`src/hw/rtl/tddb_pkg.sv`:
```
// package: shared types, codes and the segment table for the display driver
`default_nettype none
package tddb_pkg;

  localparam logic [1:0] OP_TICK      = 2'd0;
  localparam logic [1:0] OP_ENTRY     = 2'd1;
  localparam logic [1:0] OP_ENTRY_THR = 2'd2;

  localparam logic REG_BLINK_PERIOD = 1'b0;
  localparam logic REG_IDLE_TIMEOUT = 1'b1;

  localparam logic [15:0] BLINK_PERIOD_RESET = 16'd300;
  localparam logic [15:0] IDLE_TIMEOUT_RESET = 16'd60000;
  localparam logic [6:0]  THRESHOLD_RESET    = 7'd50;
  localparam logic [6:0]  NUMBER_MAX         = 7'd99;
  localparam logic [3:0]  BLANK_CODE         = 4'd10;

  localparam logic [7:0] CMD_DATA  = 8'h40;
  localparam logic [7:0] ADDR_BASE = 8'hC0;
  localparam logic [7:0] ADDR_STEP = 8'h02;

  typedef struct packed {
    logic [1:0] operation;
    logic [6:0] number;
    logic [6:0] threshold_update;
  } in_item_t;

  typedef struct packed {
    logic [7:0] bus_byte;
    logic       frame_end;
    logic       last;
  } out_item_t;

  typedef struct packed {
    logic [7:0] tens_seg;
    logic [7:0] ones_seg;
  } frame_t;

  typedef enum logic [2:0] {
    POS_CMD   = 3'd0,
    POS_ADDR0 = 3'd1,
    POS_SEG0  = 3'd2,
    POS_ADDR1 = 3'd3,
    POS_SEG1  = 3'd4
  } byte_pos_t;

  function automatic logic [7:0] seg_code(input logic [3:0] digit);
    logic [7:0] code;
    case (digit)
      4'd0: code = 8'b11011110;
      4'd1: code = 8'b10001000;
      4'd2: code = 8'b01011101;
      4'd3: code = 8'b10011101;
      4'd4: code = 8'b10001011;
      4'd5: code = 8'b10010111;
      4'd6: code = 8'b11010111;
      4'd7: code = 8'b10001100;
      4'd8: code = 8'b11011111;
      4'd9: code = 8'b10011111;
      default: code = 8'h00;
    endcase
    return code;
  endfunction

endpackage
`default_nettype wire

```
`src/hw/rtl/tddb_core.sv`:
```
// core: display state update per item and frame hold register
`default_nettype none
module tddb_core (
  input  wire logic             clk,
  input  wire logic             rst,
  input  wire logic             cfg_we,
  input  wire logic             cfg_index,
  input  wire logic [15:0]      cfg_data,
  input  wire logic             item_valid,
  output logic                  item_ready,
  input  wire tddb_pkg::in_item_t item,
  output logic                  frame_valid,
  input  wire logic             frame_take,
  output tddb_pkg::frame_t      frame
);
  import tddb_pkg::*;

  logic [15:0] blink_period;
  logic [15:0] idle_timeout;
  logic [6:0]  threshold_value, threshold_value_next;
  logic [3:0]  tens_digit, tens_digit_next;
  logic [3:0]  ones_digit, ones_digit_next;
  logic        blinking, blinking_next;
  logic        blink_phase, blink_phase_next;
  logic [15:0] blink_count, blink_count_next;
  logic [15:0] idle_count, idle_count_next;
  logic        hold_valid;
  frame_t      frame_q, frame_next;
  logic        emit;
  logic        accept;
  logic [16:0] blink_inc;
  logic [14:0] div_prod;
  logic [3:0]  split_tens;
  logic [6:0]  tens_x10;
  logic [3:0]  split_ones;

  // tens by reciprocal multiply, exact for 0..127
  assign div_prod   = 15'(item.number) * 15'd205;
  assign split_tens = div_prod[14:11];
  assign tens_x10   = {split_tens, 3'b000} - {2'b00, split_tens, 1'b0} + {1'b0, split_tens, 2'b00};
  assign split_ones = 4'(item.number - tens_x10);
  assign blink_inc  = {1'b0, blink_count} + 17'd1;

  assign item_ready  = !hold_valid || frame_take;
  assign accept      = item_valid && item_ready;
  assign frame_valid = hold_valid;
  assign frame       = frame_q;

  always_comb begin
    threshold_value_next = threshold_value;
    tens_digit_next      = tens_digit;
    ones_digit_next      = ones_digit;
    blinking_next        = blinking;
    blink_phase_next     = blink_phase;
    blink_count_next     = blink_count;
    idle_count_next      = idle_count;
    emit                 = 1'b0;
    frame_next           = '{tens_seg: 8'h00, ones_seg: 8'h00};
    case (item.operation)
      OP_TICK: begin
        if (idle_count >= idle_timeout) begin
          tens_digit_next  = BLANK_CODE;
          ones_digit_next  = BLANK_CODE;
          blinking_next    = 1'b0;
          blink_phase_next = 1'b0;
          blink_count_next = 16'd0;
          idle_count_next  = 16'd0;
          emit             = 1'b1;
        end else begin
          idle_count_next = idle_count + 16'd1;
          if (blinking) begin
            if (blink_inc >= {1'b0, blink_period}) begin
              blink_count_next = 16'd0;
              blink_phase_next = !blink_phase;
              emit             = 1'b1;
              if (blink_phase) begin
                frame_next = '{tens_seg: seg_code(tens_digit), ones_seg: seg_code(ones_digit)};
              end
            end else begin
              blink_count_next = blink_inc[15:0];
            end
          end
        end
      end
      OP_ENTRY, OP_ENTRY_THR: begin
        idle_count_next = 16'd0;
        if (item.operation == OP_ENTRY_THR) begin
          threshold_value_next = item.threshold_update;
        end
        if (item.number <= NUMBER_MAX) begin
          tens_digit_next  = split_tens;
          ones_digit_next  = split_ones;
          blinking_next    = item.number > threshold_value_next;
          blink_phase_next = 1'b0;
          blink_count_next = 16'd0;
          emit             = 1'b1;
          frame_next       = '{tens_seg: seg_code(split_tens), ones_seg: seg_code(split_ones)};
        end
      end
      default: begin
      end
    endcase
  end

  always_ff @(posedge clk) begin
    if (rst) begin
      blink_period    <= BLINK_PERIOD_RESET;
      idle_timeout    <= IDLE_TIMEOUT_RESET;
      threshold_value <= THRESHOLD_RESET;
      tens_digit      <= BLANK_CODE;
      ones_digit      <= BLANK_CODE;
      blinking        <= 1'b0;
      blink_phase     <= 1'b0;
      blink_count     <= 16'd0;
      idle_count      <= 16'd0;
      hold_valid      <= 1'b0;
    end else begin
      if (cfg_we) begin
        case (cfg_index)
          REG_BLINK_PERIOD: blink_period <= cfg_data;
          REG_IDLE_TIMEOUT: idle_timeout <= cfg_data;
          default: begin
          end
        endcase
      end
      if (accept) begin
        threshold_value <= threshold_value_next;
        tens_digit      <= tens_digit_next;
        ones_digit      <= ones_digit_next;
        blinking        <= blinking_next;
        blink_phase     <= blink_phase_next;
        blink_count     <= blink_count_next;
        idle_count      <= idle_count_next;
      end
      if (accept && emit) begin
        hold_valid <= 1'b1;
      end else if (frame_take) begin
        hold_valid <= 1'b0;
      end
    end
  end

  always_ff @(posedge clk) begin
    if (accept && emit) begin
      frame_q <= frame_next;
    end
  end

  a_stall_needs_hold: assert property (@(posedge clk) disable iff (rst)
    !item_ready |-> hold_valid)
    else $error("input stalled with no frame held");

  a_phase_only_blinking: assert property (@(posedge clk) disable iff (rst)
    blink_phase |-> blinking)
    else $error("blank phase while not blinking");

  a_timeout_clears: assert property (@(posedge clk) disable iff (rst)
    (accept && item.operation == OP_TICK && idle_count >= idle_timeout)
      |=> (idle_count == 16'd0 && hold_valid && !blinking))
    else $error("idle timeout did not blank");

endmodule
`default_nettype wire

```
`src/hw/rtl/tddb_serializer.sv`:
```
// serializer: sends one held frame as five bus bytes
`default_nettype none
module tddb_serializer (
  input  wire logic              clk,
  input  wire logic              rst,
  input  wire logic              frame_valid,
  output logic                   frame_take,
  input  wire tddb_pkg::frame_t  frame,
  output logic                   result_valid,
  input  wire logic              result_ready,
  output tddb_pkg::out_item_t    result
);
  import tddb_pkg::*;

  byte_pos_t pos, pos_next;
  logic      active, active_next;
  frame_t    cur;
  logic      done;

  assign done         = active && result_ready && pos == POS_SEG1;
  assign frame_take   = frame_valid && (!active || done);
  assign result_valid = active;

  always_comb begin
    pos_next    = pos;
    active_next = active;
    if (frame_take) begin
      pos_next    = POS_CMD;
      active_next = 1'b1;
    end else if (done) begin
      active_next = 1'b0;
    end else if (active && result_ready) begin
      case (pos)
        POS_CMD:   pos_next = POS_ADDR0;
        POS_ADDR0: pos_next = POS_SEG0;
        POS_SEG0:  pos_next = POS_ADDR1;
        POS_ADDR1: pos_next = POS_SEG1;
        default:   pos_next = POS_CMD;
      endcase
    end
  end

  always_comb begin
    case (pos)
      POS_CMD:   result = '{bus_byte: CMD_DATA, frame_end: 1'b1, last: 1'b0};
      POS_ADDR0: result = '{bus_byte: ADDR_BASE, frame_end: 1'b0, last: 1'b0};
      POS_SEG0:  result = '{bus_byte: cur.tens_seg, frame_end: 1'b1, last: 1'b0};
      POS_ADDR1: result = '{bus_byte: ADDR_BASE | ADDR_STEP, frame_end: 1'b0, last: 1'b0};
      POS_SEG1:  result = '{bus_byte: cur.ones_seg, frame_end: 1'b1, last: 1'b1};
      default:   result = '{bus_byte: 8'h00, frame_end: 1'b0, last: 1'b0};
    endcase
  end

  always_ff @(posedge clk) begin
    if (rst) begin
      pos    <= POS_CMD;
      active <= 1'b0;
    end else begin
      pos    <= pos_next;
      active <= active_next;
    end
  end

  always_ff @(posedge clk) begin
    if (frame_take) begin
      cur <= frame;
    end
  end

  a_pos_range: assert property (@(posedge clk) disable iff (rst)
    active |-> (pos == POS_CMD || pos == POS_ADDR0 || pos == POS_SEG0 ||
                pos == POS_ADDR1 || pos == POS_SEG1))
    else $error("byte position out of range");

  a_new_frame_starts: assert property (@(posedge clk) disable iff (rst)
    frame_take |=> (active && pos == POS_CMD))
    else $error("taken frame did not start at command byte");

  a_take_only_free: assert property (@(posedge clk) disable iff (rst)
    (frame_take && active) |-> (pos == POS_SEG1 && result_ready))
    else $error("frame taken while one is still being sent");

endmodule
`default_nettype wire

```
`src/hw/rtl/two_digit_display_blink_driver.sv`:
```
// top level: two digit display driver with threshold blinking and idle blanking
// first bus byte: a frame passes the frame hold register, then the serializer takes it once free and registers it
// throughput: one item per cycle when no frame results and the hold register is empty or being taken;
//   a frame takes five output transfers, and one further frame can wait in the hold register
// reset: synchronous; registers, threshold, digits (blank) and timers reload
`default_nettype none
module two_digit_display_blink_driver (
  input  wire logic                 clk,
  input  wire logic                 rst,
  input  wire logic                 cfg_we,
  input  wire logic                 cfg_index,
  input  wire logic [15:0]          cfg_data,
  input  wire logic                 item_valid,
  output logic                      item_ready,
  input  wire tddb_pkg::in_item_t   item,
  output logic                      result_valid,
  input  wire logic                 result_ready,
  output tddb_pkg::out_item_t       result
);
  import tddb_pkg::*;

  logic   frame_valid;
  logic   frame_take;
  frame_t frame;

  tddb_core u_core (
    .clk         (clk),
    .rst         (rst),
    .cfg_we      (cfg_we),
    .cfg_index   (cfg_index),
    .cfg_data    (cfg_data),
    .item_valid  (item_valid),
    .item_ready  (item_ready),
    .item        (item),
    .frame_valid (frame_valid),
    .frame_take  (frame_take),
    .frame       (frame)
  );

  tddb_serializer u_serializer (
    .clk          (clk),
    .rst          (rst),
    .frame_valid  (frame_valid),
    .frame_take   (frame_take),
    .frame        (frame),
    .result_valid (result_valid),
    .result_ready (result_ready),
    .result       (result)
  );

endmodule
`default_nettype wire
```
`config.mk`:
```
export PLATFORM = sky130hd
export DESIGN_NAME = two_digit_display_blink_driver
export DESIGN_NICKNAME = d
export VERILOG_FILES = /design/src/hw/rtl/tddb_pkg.sv /design/src/hw/rtl/tddb_core.sv /design/src/hw/rtl/tddb_serializer.sv /design/src/hw/rtl/two_digit_display_blink_driver.sv
export SDC_FILE = /design/constraint.sdc
export NUM_CORES = 1
export LEC_CHECK = 0
export BUFFER_PORTS_ARGS = -buffer_cell sky130_fd_sc_hd__buf_2
export CORE_ASPECT_RATIO = 1.2
export CORE_UTILIZATION = 32
export CTS_BUF_LIST = sky130_fd_sc_hd__clkbuf_16
export DETAILED_ROUTE_END_ITERATION = 7
export PLACE_DENSITY = 0.43
export SKIP_CTS_REPAIR_TIMING = 1
export SLEW_MARGIN = 30
export SYNTH_ARGS = -nofsm -noshare
export SYNTH_HDL_FRONTEND = slang
export SYNTH_SLANG_ARGS = --single-unit
```
`constraint.sdc`:
```
create_clock -name clk -period 11.8 [get_ports clk]
set_input_delay 0.59 -clock clk [delete_from_list [all_inputs] [get_ports clk]]
set_output_delay 0.59 -clock clk [all_outputs]
set_load 0.02 [all_outputs]
```
; ---- Yosys cells after proc, flatten, opt, wreduce, memory -nomap -nowiden
; Memories as Yosys holds them, arrays and structs flattened. A register that Yosys moved wholly into a read port is not among the register bits.
; Cells that the tools add are included.
[word_totals]
word_cells = 110
mem_count = 4
romBits = 448
inputBits = 38
out_inout_bits = 12
register_bits = 118
[memory_table]
columns = memory, depth, word_bits, rd, rd_clocked_by_memory_dff, wr, line
row1 = (name not given), 16, 7, 1, 1, 0, tddb_pkg.sv:49  ; case (digit)
row2 = (name not given), 16, 7, 1, 1, 0, tddb_pkg.sv:49
row3 = (name not given), 16, 7, 1, 0, 0, tddb_pkg.sv:49
row4 = (name not given), 16, 7, 1, 0, 0, tddb_pkg.sv:49
[classes]
addsub = 5
n_eq_ne = 10
n_reduce_logical = 25
multipliers = 1
muxes = 43
order_cmp = 4
bitwise = 2
[op_table]
columns = cell, count
row1 = two-way mux 16 bit, 10
row2 = one-hot mux 16 bit (2 select lines), 3
row3 = one-hot mux 10 bit (5 select lines), 1
row4 = two-way mux 4 bit, 7
row5 = adder 16 x 1 -> 17 bit (second input constant), 1
row6 = >= comparator 17 x 16 -> 1 bit, 1
row7 = adder 16 x 1 -> 16 bit (second input constant), 1
row8 = >= comparator 16 bit, 1
row9 = one-hot mux 4 bit (2 select lines), 2
row10 = multiplier 7 x 8 -> 15 bit (second input constant), 1
row11 = two-way mux 1 bit, 14
row12 = two-way mux 7 bit, 2
row13 = one-hot mux 3 bit (4 select lines), 1
row14 = AND reduction 2 bit, 5
row15 = AND reduction 4 bit, 2
row16 = subtractor 4 bit, 2
row17 = greater-than comparator 7 bit, 1
row18 = <= comparator 7 bit (second input constant), 1
row19 = equality test 3 x 2 -> 1 bit (second input constant), 2
row20 = != test 3 x 1 -> 1 bit (second input constant), 2
row21 = one-hot mux 1 bit (2 select lines), 3
row22 = nonzero test 2 bit, 3
row23 = logical AND 1 bit, 5
row24 = AND reduction 5 bit, 1
row25 = other kinds (12), 18

; ---- Longest topological paths before layout
; Gate-level depths: netlist of the first run.
[depth]
depth_word = 9
ltp_mapped = 28
depth_no_buf = 25

; ---- Cells and area by module
; From an unflattened synthesis of the first run, not the netlist that was laid out.
[unflattened]
cells_unflattened = 922
area_unflattened_um2 = 8409.3
[by_module_without_submodules]
columns = module, n_inst, cells_per_inst, area_each_um2
row1 = tddb_core, 1, 859, 7562.3
row2 = tddb_serializer, 1, 63, 847.1

; ---- Worst setup path before layout of the first run
; No wires, ideal clock.
[synth_timing]
path_kind = input to register
from = input item[11] in the netlist's numbering
to = register with a tool-made name
n_path_buf = 3
setup_slack_ps = 5826
cell_stages = 28
arrival_ps = 5899
setup_ps = 75
path_cell_list = inv_1 ha_1 inv_1 fa_1 ha_1 inv_1 fa_1 inv_1 ha_1 a21o_1 a21oi_1 nand2_1 a211oi_1 or2_2 clkbuf_1 inv_1 ha_1 ha_1 inv_1 a211oi_1 xnor2_1 or3_1 buf_2 a32o_1 buf_6 inv_4 mux2_4 o22ai_1
[synth_lines]
columns = element, line
row1 = from (decl), two_digit_display_blink_driver.sv:15  ; input wire tddb_pkg::in_item_t item,

==> metrics, run 1 <==
design area=9330 µm²; setup TNS=0 ps; die area=between 20000 and 30000 µm²; net count after synthesis=~1100; Finish-stage setup viols=0; post-synth design cell area=8160 µm²; Setup WS pre-CTS=between 5000 and 6000 ps; Least-Margin Pin Slew=about 930 ps; top sig layer=met5; post-synth cell types=76; routed length on met1=around 9500 µm; die width=roughly 150 µm; fin nets=around 1100; row count=63; final worst slack=between 5000 and 6000 ps; CP startpoint kind=primary input; Final Slew Violations=0; hold wc startpoint=u_core.frame[10]; vias in the first global route=6293; largest net degree at the start of global routing=slightly above 40; share of cells above drive strength 1=0.114; Critical Path AT=about 6300 ps; crit end category=flip-flop; initial core utilization=0.328; static leakage=4.01 nW; Post-DP HPWL=approximately 16000 µm; status=finished clean; post-synthesis cell count=approximately 900; Remaining Overflow, GRT=0; Peak Freq=~170 MHz; CTS clk-pin slew, worst paths=60 ps; cell taking the most area after synthesis=dfxtp_1; drt drc=0; io pins=50; Storage cell area=around 2800 µm²; DR vias=between 6000 and 7000; P&R area growth vs syn=14.4%; met3 wire len=approximately 520 µm; R2R Setup Slk=~7500 ps; Core Footprint=approximately 25000 µm²; kind of critical path=in2reg; CTS root buffer=clkbuf_16; slew margin rel.=0.381; TritonCTS Buffers=17; Pre-antenna DRT Iters=4; Power Density=169 nW/µm²; crit path max fanout=9; worst clock skew=7.98 ps; reg2reg path depth=14; Hold EP=u_serializer.cur[10]; Starting DRT DRC Count=around 170; synth top area cells=dfxtp_1, ha_1, edfxtp_1; Final min period=between 5000 and 6000 ps; FF-to-FF Start=u_core.blink_count[0]; Routed WL=20200 µm; GP Congestion=0.795; initial antenna violation count=1; chip height=around 180 µm; hold depth=0; worst vdd ir=about 0.11 mV; most frequent cells after synthesis=nand2_1, ha_1, dfxtp_1; routed len/inst=roughly 16 µm; Final Hold Viols=0; Total Routing Usage GR=0.162; maxcap violations=0; ys async rst share=0; ant diodes=0; clock sinks=128; Yosys top cell area share=0.245; DP Area=between 8000 and 9000 µm²; H-Tree Level Count=4; Final ANT Viol Nets=0; period utilization=0.508; WL met2=10000 µm; WP data required=around 12000 ps; clk_lat worst skew=420 ps; Hold Path Class=reg2reg; vias per inst=approximately 4.9; Ys Warns=0; Post-synth EDFFs=28; sequential share of the synthesized area=0.349; post-synthesis register bit count=~130; # fillers=about 2500; CTS tree=built; RR Endpoint=u_core.blink_count[0]; clock tree buffer depth=2; Main synth FF type=dfxtp_1; RSZ-0062 raised after global routing=no; Mean Syn Cell Area=8.99 µm²; footprint of the multi-input gates=slightly below 5000 µm²; Port Buf Inserts=48; cell with the most instances after synthesis=nand2_1; first-pass GRT wire length=around 33000 µm
kinds of logic (layout without fill, tap and decap cells):
kind of cell	after synthesis	in the layout	share of synthesized area
mux	17	17	0.0229
simple gates	264	264	0.154
fa+ha+maj	117	117	0.188
xor+xnor	39	39	0.0419
buf+inv	123	178	0.0603
flops	128	128	0.349
other cells	1	1	0.000460
compound gates	218	218	0.185
critical path, cell delays in order:
cell	delay, ps
buf_2	160
inv_1	80
ha_1	290
inv_1	100
fa_1	430
ha_1	290
inv_1	50
fa_1	490
inv_1	40
ha_1	290
a21o_1	220
a2111o_1	430
o21ai_0	190
xnor2_1	390
inv_1	100
ha_1	380
inv_1	50
a211oi_1	250
xnor2_1	110
or3_1	450
a32o_1	420
inv_4	120
mux2_4	300
o22ai_1	120
report_power, final:
group	switching, mW	internal (mW)	leakage [nW]
registers	0.0125	0.491	1.05
logic	0.312	0.213	2.67
clock network	0.202	0.352	0.288
worst max-delay path by stage:
stage / start / endpoint / slack, ps / depth (start not counted)
finish: item[11] / flip-flop / 5800 / 24
global route: item[11] / flip-flop / 5450 / 24
CTS: item[11] / flip-flop / 5790 / 24
detailed placement: item[11] / flip-flop / 5370 / 24
global placement: item[11] / flip-flop / 5430 / 24
floorplan: item[11] / flip-flop / 5830 / 28
stage by stage:
stage	std cells	util	power, mW	hold WS (ps)
after floorplan	907	-	0.921	400
after global placement	1255	0.351	1.05	408
after detailed placement	1255	0.351	1.04	406
after CTS	1287	0.376	1.60	403
after global routing	1287	0.376	1.69	414
final	1287	0.376	1.58	420
cells in the final DEF, fill, tap and decap left out, types with 5 or more instances in the layout:
cell       Yosys  layout
o21a_1        13      13
fa_1           9       9
nor2b_1        5       5
nand2_1      111     111
xor2_1        17      17
ha_1         108     108
a211oi_1       9       9
buf_2          1      48
nor3_1        13      13
nand3_1       23      23
buf_4          1       7
a22oi_1        9       9
o211ai_1      20      20
edfxtp_1      28      28
mux2i_1       10      10
o22ai_1        9       9
a22o_1        11      11
and2_1         6       6
or2_2          5       5
inv_1         89      89
xnor2_1       22      22
dfxtp_1      100     100
clkbuf_16      0      17
a211o_1        5       5
nor2_1        51      51
and3_1        15      15
a21o_1        12      12
o21ai_0       35      35
a21oi_1       56      56
nand2b_1       5       5
nand4_1       12      12
or3_1          5       5
layout make-up:
| class | count | share of cell area |
|---|---|---|
| multi-input cells | 656 | 0.517 |
| flip-flops and latches | 128 | 0.305 |
| clock buffers | 17 | 0.0456 |
| well taps | 325 | 0.0436 |
| inverters | 91 | 0.0369 |
| repair buffers | 55 | 0.0314 |
| clock inverters | 15 | 0.0206 |
metal layers:
layer | vias to the layer above | track usage
met3 | 19 | 0.0276
li1 | 3271 | -
met4 | 2 | 0.0494
met1 | 2961 | 0.201
met2 | 71 | 0.285
met5 | - | 0
No activity file was read; power rests on OpenSTA's default activity.
==> run 2: changes to the inputs <==
clock period = 5.7 ns   (was 11.8 ns; I/O delays follow)
==> metrics, run 2 (same netlist as run 1, synthesis figures left out) <==
Critical-path top delay cell=fa_1; Final ANT Viol Nets=0 (unchanged); period utilization=0.919; FF-to-FF Start=u_core.blink_count[0]; CP max stage delay=500 ps (about the same); first-pass GRT wire length=33300 µm (+1.3%); crit end category=flip-flop; GRT Max-Usage Layer=met2; CP startpoint kind=primary input; clock tree buffer depth=2 (unchanged); GP Congestion=0.808 (+1.6%); ant diodes=0 (unchanged); DP Area=8860 µm² (+1.6%); design area=9470 µm² (+1.5%); CTS root buffer=clkbuf_16; critical path buffer and inverter count=8 (unchanged); Core Footprint=24800 µm² (unchanged); most common cell after layout, fill and taps aside=nand2_1; maxcap violations=0 (unchanged); Final Slew Violations=0 (unchanged); row count=63 (unchanged); CTS tree=built; Least-Margin Pin Slew=875 ps (-50.2 ps); WP data required=5840 ps (-6300 ps); hold depth=3 (+3); hold wc startpoint=cfg_data[6]; die area=26100 µm² (unchanged); met2 Track Usage GR=0.290 (+0.00531); Pre-antenna DRT Iters=4 (unchanged); Total Routing Usage GR=0.166 (+0.00367); worst vdd ir=0.197 mV (+80%); most frequent cells in the layout=nand2_1, ha_1, dfxtp_1; Final Power=3.40 mW (+120%); Final Hold Viols=0 (unchanged); io pins=50 (unchanged); R2R Setup Slk=1610 ps (-5870 ps); Critical Path AT=5380 ps (-960 ps); Finish-stage setup viols=0 (unchanged); Hold EP=u_core.idle_timeout[6]; met3 usage=0.0340 (+0.00644); final non-filler cell total=1306 (+1.5%); TritonCTS Buffers=17 (unchanged); static leakage=4.12 nW (+2.6%); placed cells=1274 (+1.5%); share of cells above drive strength 1=0.133 (+0.0182); clock sinks=128 (unchanged); initial antenna violation count=0 (-1); Starting DRT DRC Count=269 (+55%); drt drc=0 (unchanged); die width=148 µm (unchanged); RR Endpoint=u_core.blink_count[0]; crit path max fanout=7 (-2); slew margin rel.=0.416 (+0.0351); status=finished clean; Crit path max-delay family=adder cells; Hold Path Class=in2reg; initial core utilization=0.328 (unchanged); setup TNS=0 ps (unchanged); Power Density=359 nW/µm² (+110%); H-Tree Level Count=4 (unchanged); Routed WL=20600 µm (+1.8%); Port Buf Inserts=48 (unchanged); clk_lat worst skew=420 ps (about the same); kind of critical path=in2reg; Final min period=~5200 ps; Peak Freq=about 190 MHz; routed len/inst=15.8 µm (+0.36%); P&R area growth vs syn=16.1%; vias in the first global route=6257 (-0.57%); DR vias=6355 (+0.49%); worst clock skew=9.30 ps (+1.33 ps); Remaining Overflow, GRT=0 (unchanged); CTS clk-pin slew, worst paths=60 ps (about the same); fin nets=1123 (+1.7%); Post-DP HPWL=15900 µm (+1.8%); vias per inst=4.87 (-0.97%); largest net degree at the start of global routing=41 (unchanged); met1 Resource Use GR=0.203 (+0.00214); # fillers=2576 (+1.1%); chip height=177 µm (unchanged); cell mode on critical path=inv_1; RSZ-0062 raised after global routing=no; reg2reg path depth=14 (unchanged)
-- run 2: changes by cell type in the layout (fill, tap and decap cells not counted), sizes merged --
cell      delta
inv          +4
clkinvlp     -3
buf         +19
bufinv       -1
clkbuf       +1
clkinv       -1
-- run 2: metrics by stage --
step	hold slack (ps)	utilization	setup WS (ps)
6_report	109	0.381	459
5_1_grt	103	0.381	162
4_1_cts	93.0	0.381	474
3_5_place_dp	405	0.357	7.94
3_3_place_gp	404	0.356	102
2_1_floorplan	400	-	31.0
-- run 2: how the worst max path moves through the flow --
stage | start | cells after the start | end | slack [ps]
final | item[11] | 26 | u_core.frame[6] | 460
after global placement | item[11] | 26 | u_core.frame[6] | 100
after detailed placement | item[11] | 26 | u_core.frame[6] | 8
after global routing | item[11] | 25 | u_core.frame[7] | 160
after floorplan | item[11] | 28 | flip-flop | 30
after CTS | item[11] | 26 | u_core.frame[6] | 470
-- run 2: tightest hold or removal path: stages --
cell      delay, ps
buf_2            90
nand2_1          40
o211ai_1         70
-- run 2: layout make-up --
class / instances / area [µm²] / share of cell area
inverter: 91 / 344 / 0.0363
timing repair buffer: 74 / 435 / 0.0460
tap: 325 / 407 / 0.0429
sequential: 128 / 2840 / 0.300
clock buffer: 18 / 450 / 0.0476
clock inverter: 14 / 160 / 0.0169
multi-input combinational: 656 / 4830 / 0.510
-- run 2: metal layers --
layer	wire length, µm	up-vias
li1	-	3320
met1	9670	2949
met2	10200	72
met3	492	14
met4	227	0
met5	0	-
-- run 2: report_power, final --
group	internal, mW	switching [mW]
combinational	0.547	0.676
sequential	1.02	0.0271
clock	0.712	0.423
total	2.28	1.13
==> run 3: changes to the inputs <==
CELL_PAD_IN_SITES_DETAIL_PLACEMENT = 0   (was default)
CELL_PAD_IN_SITES_GLOBAL_PLACEMENT = 1   (was default)
PLACE_DENSITY = 0.54   (was 0.43)
==> metrics, run 3 (same netlist as run 1, synthesis figures left out) <==
CTS tree=built; Routed WL=20900 µm (+1.5%); largest net degree at the start of global routing=41 (unchanged); met3 usage=0.0289 (-0.00515); WP data required=6050 ps (+210 ps); Port Buf Inserts=48 (unchanged); worst clock skew=10.4 ps (+1.09 ps); GRT Max-Usage Layer=met2; maxcap violations=0 (unchanged); RSZ-0062 raised after global routing=no; Setup WS pre-CTS=-11.8 ps (-19.8 ps); initial core utilization=0.328 (unchanged); period utilization=0.924 (+0.00461); fin nets=1125 (+0.18%); vias per inst=4.91 (+0.90%); P&R area growth vs syn=16.1% (about the same); worst vdd ir=0.161 mV (-18%); Critical Path AT=5620 ps (+240 ps); Core Footprint=24800 µm² (unchanged); io pins=50 (unchanged); WP depth=26 (unchanged); static leakage=4.11 nW (about the same); row count=63 (unchanged); clock sinks=128 (unchanged); Final Slew Violations=0 (unchanged); Crit path max-delay family=adder cells; Total Routing Usage GR=0.166 (+0.000368); most common cell after layout, fill and taps aside=nand2_1; final worst slack=433 ps (-26.3 ps); first-pass GRT wire length=33500 µm (+0.81%); Power Density=356 nW/µm² (-0.93%); cell mode on critical path=inv_1; CTS root buffer=clkbuf_16; reg2reg path depth=15 (+1); met1 Resource Use GR=0.195 (-0.00794); drt drc=0 (unchanged); crit end category=flip-flop; Post-DP HPWL=16300 µm (+2.6%); clock tree buffer depth=2 (unchanged); CP startpoint kind=primary input; met2 Track Usage GR=0.305 (+0.0143); ant diodes=0 (unchanged); slew margin rel.=0.491 (+0.0746); crit path max fanout=5 (-2); hold depth=3 (unchanged); routed len/inst=16.0 µm (+1.3%); TritonCTS Buffers=17 (unchanged); CTS clk-pin slew, worst paths=60 ps (about the same); kind of critical path=in2reg; DP Area=8870 µm² (+0.14%); Least-Margin Pin Slew=764 ps (-111 ps); DR vias=6422 (+1.1%); H-Tree Level Count=4 (unchanged); vias in the first global route=6442 (+3.0%); Final min period=5270 ps (+26.3 ps); die area=26100 µm² (unchanged); Critical-path top delay cell=fa_1; Remaining Overflow, GRT=0 (unchanged); Pre-antenna DRT Iters=4 (unchanged); CP max stage delay=490 ps (about the same); Final ANT Viol Nets=0 (unchanged); Peak Freq=190 MHz (-0.50%); critical path buffer and inverter count=8 (unchanged); Hold Path Class=in2reg; GP Congestion=0.789 (-2.3%); Final Hold Viols=0 (unchanged); chip height=177 µm (unchanged); status=finished clean; Starting DRT DRC Count=236 (-12%); clk_lat worst skew=420 ps (about the same); share of cells above drive strength 1=0.132 (-0.000270); design area=9470 µm² (about the same); die width=148 µm (unchanged); Finish-stage setup viols=0 (unchanged); initial antenna violation count=0 (unchanged); most frequent cells in the layout=nand2_1, ha_1, dfxtp_1
-- run 3: layout make-up --
| type | instances | area (µm²) |
|---|---|---|
| fillers | 2620 | 15400 |
| multi-input cells | 656 | 4830 |
| flip-flops and latches | 128 | 2840 |
| repair buffers | 76 | 450 |
| clock buffers | 17 | 425 |
| well taps | 325 | 407 |
| inverters | 91 | 344 |
| clock inverters | 15 | 171 |
-- run 3: per-layer routing --
layer | vias up | wire, µm | part of all wire
met5 | - | 0 | 0
met4 | 0 | 309 | 0.015
met3 | 18 | 386 | 0.018
met2 | 62 | 10800 | 0.52
met1 | 3025 | 9400 | 0.45
li1 | 3317 | - | -
-- run 3: report_power, final --
group	total, mW	leakage, nW	internal, mW	switching [mW]
logic	1.21	2.77	0.532	0.680
registers	1.05	1.05	1.02	0.0297
clock network	1.11	0.292	0.685	0.426
total	3.37	4.11	2.23	1.14
-- run 3: tightest hold or removal path, stage by stage --
cell and delay [ps]:
buf_2 90, nand2_1 50, o211ai_1 80
-- run 3: through the flow --
stage                     utilization  TNS (ps)  total power [mW]  cells  hold WS (ps)
after global routing            0.381         0              3.59   1308           107
after global placement          0.357         0              2.30   1276           413
after floorplan                     -         0              1.91    907           400
final                           0.381         0              3.37   1308           118
after CTS                       0.381         0              3.42   1308          97.9
after detailed placement        0.357     -22.4              2.29   1276           408
-- run 3: worst paths after layout --
path,start,endpoint,slack [ps]
worst max-delay path,item[11],flip-flop,430
worst min-delay path,cfg_data[13],u_core.idle_timeout[13],120
worst max register to register,u_core.blink_count[0],u_core.frame[10],1640
worst min register to register,u_core.frame[8],u_serializer.cur[8],420
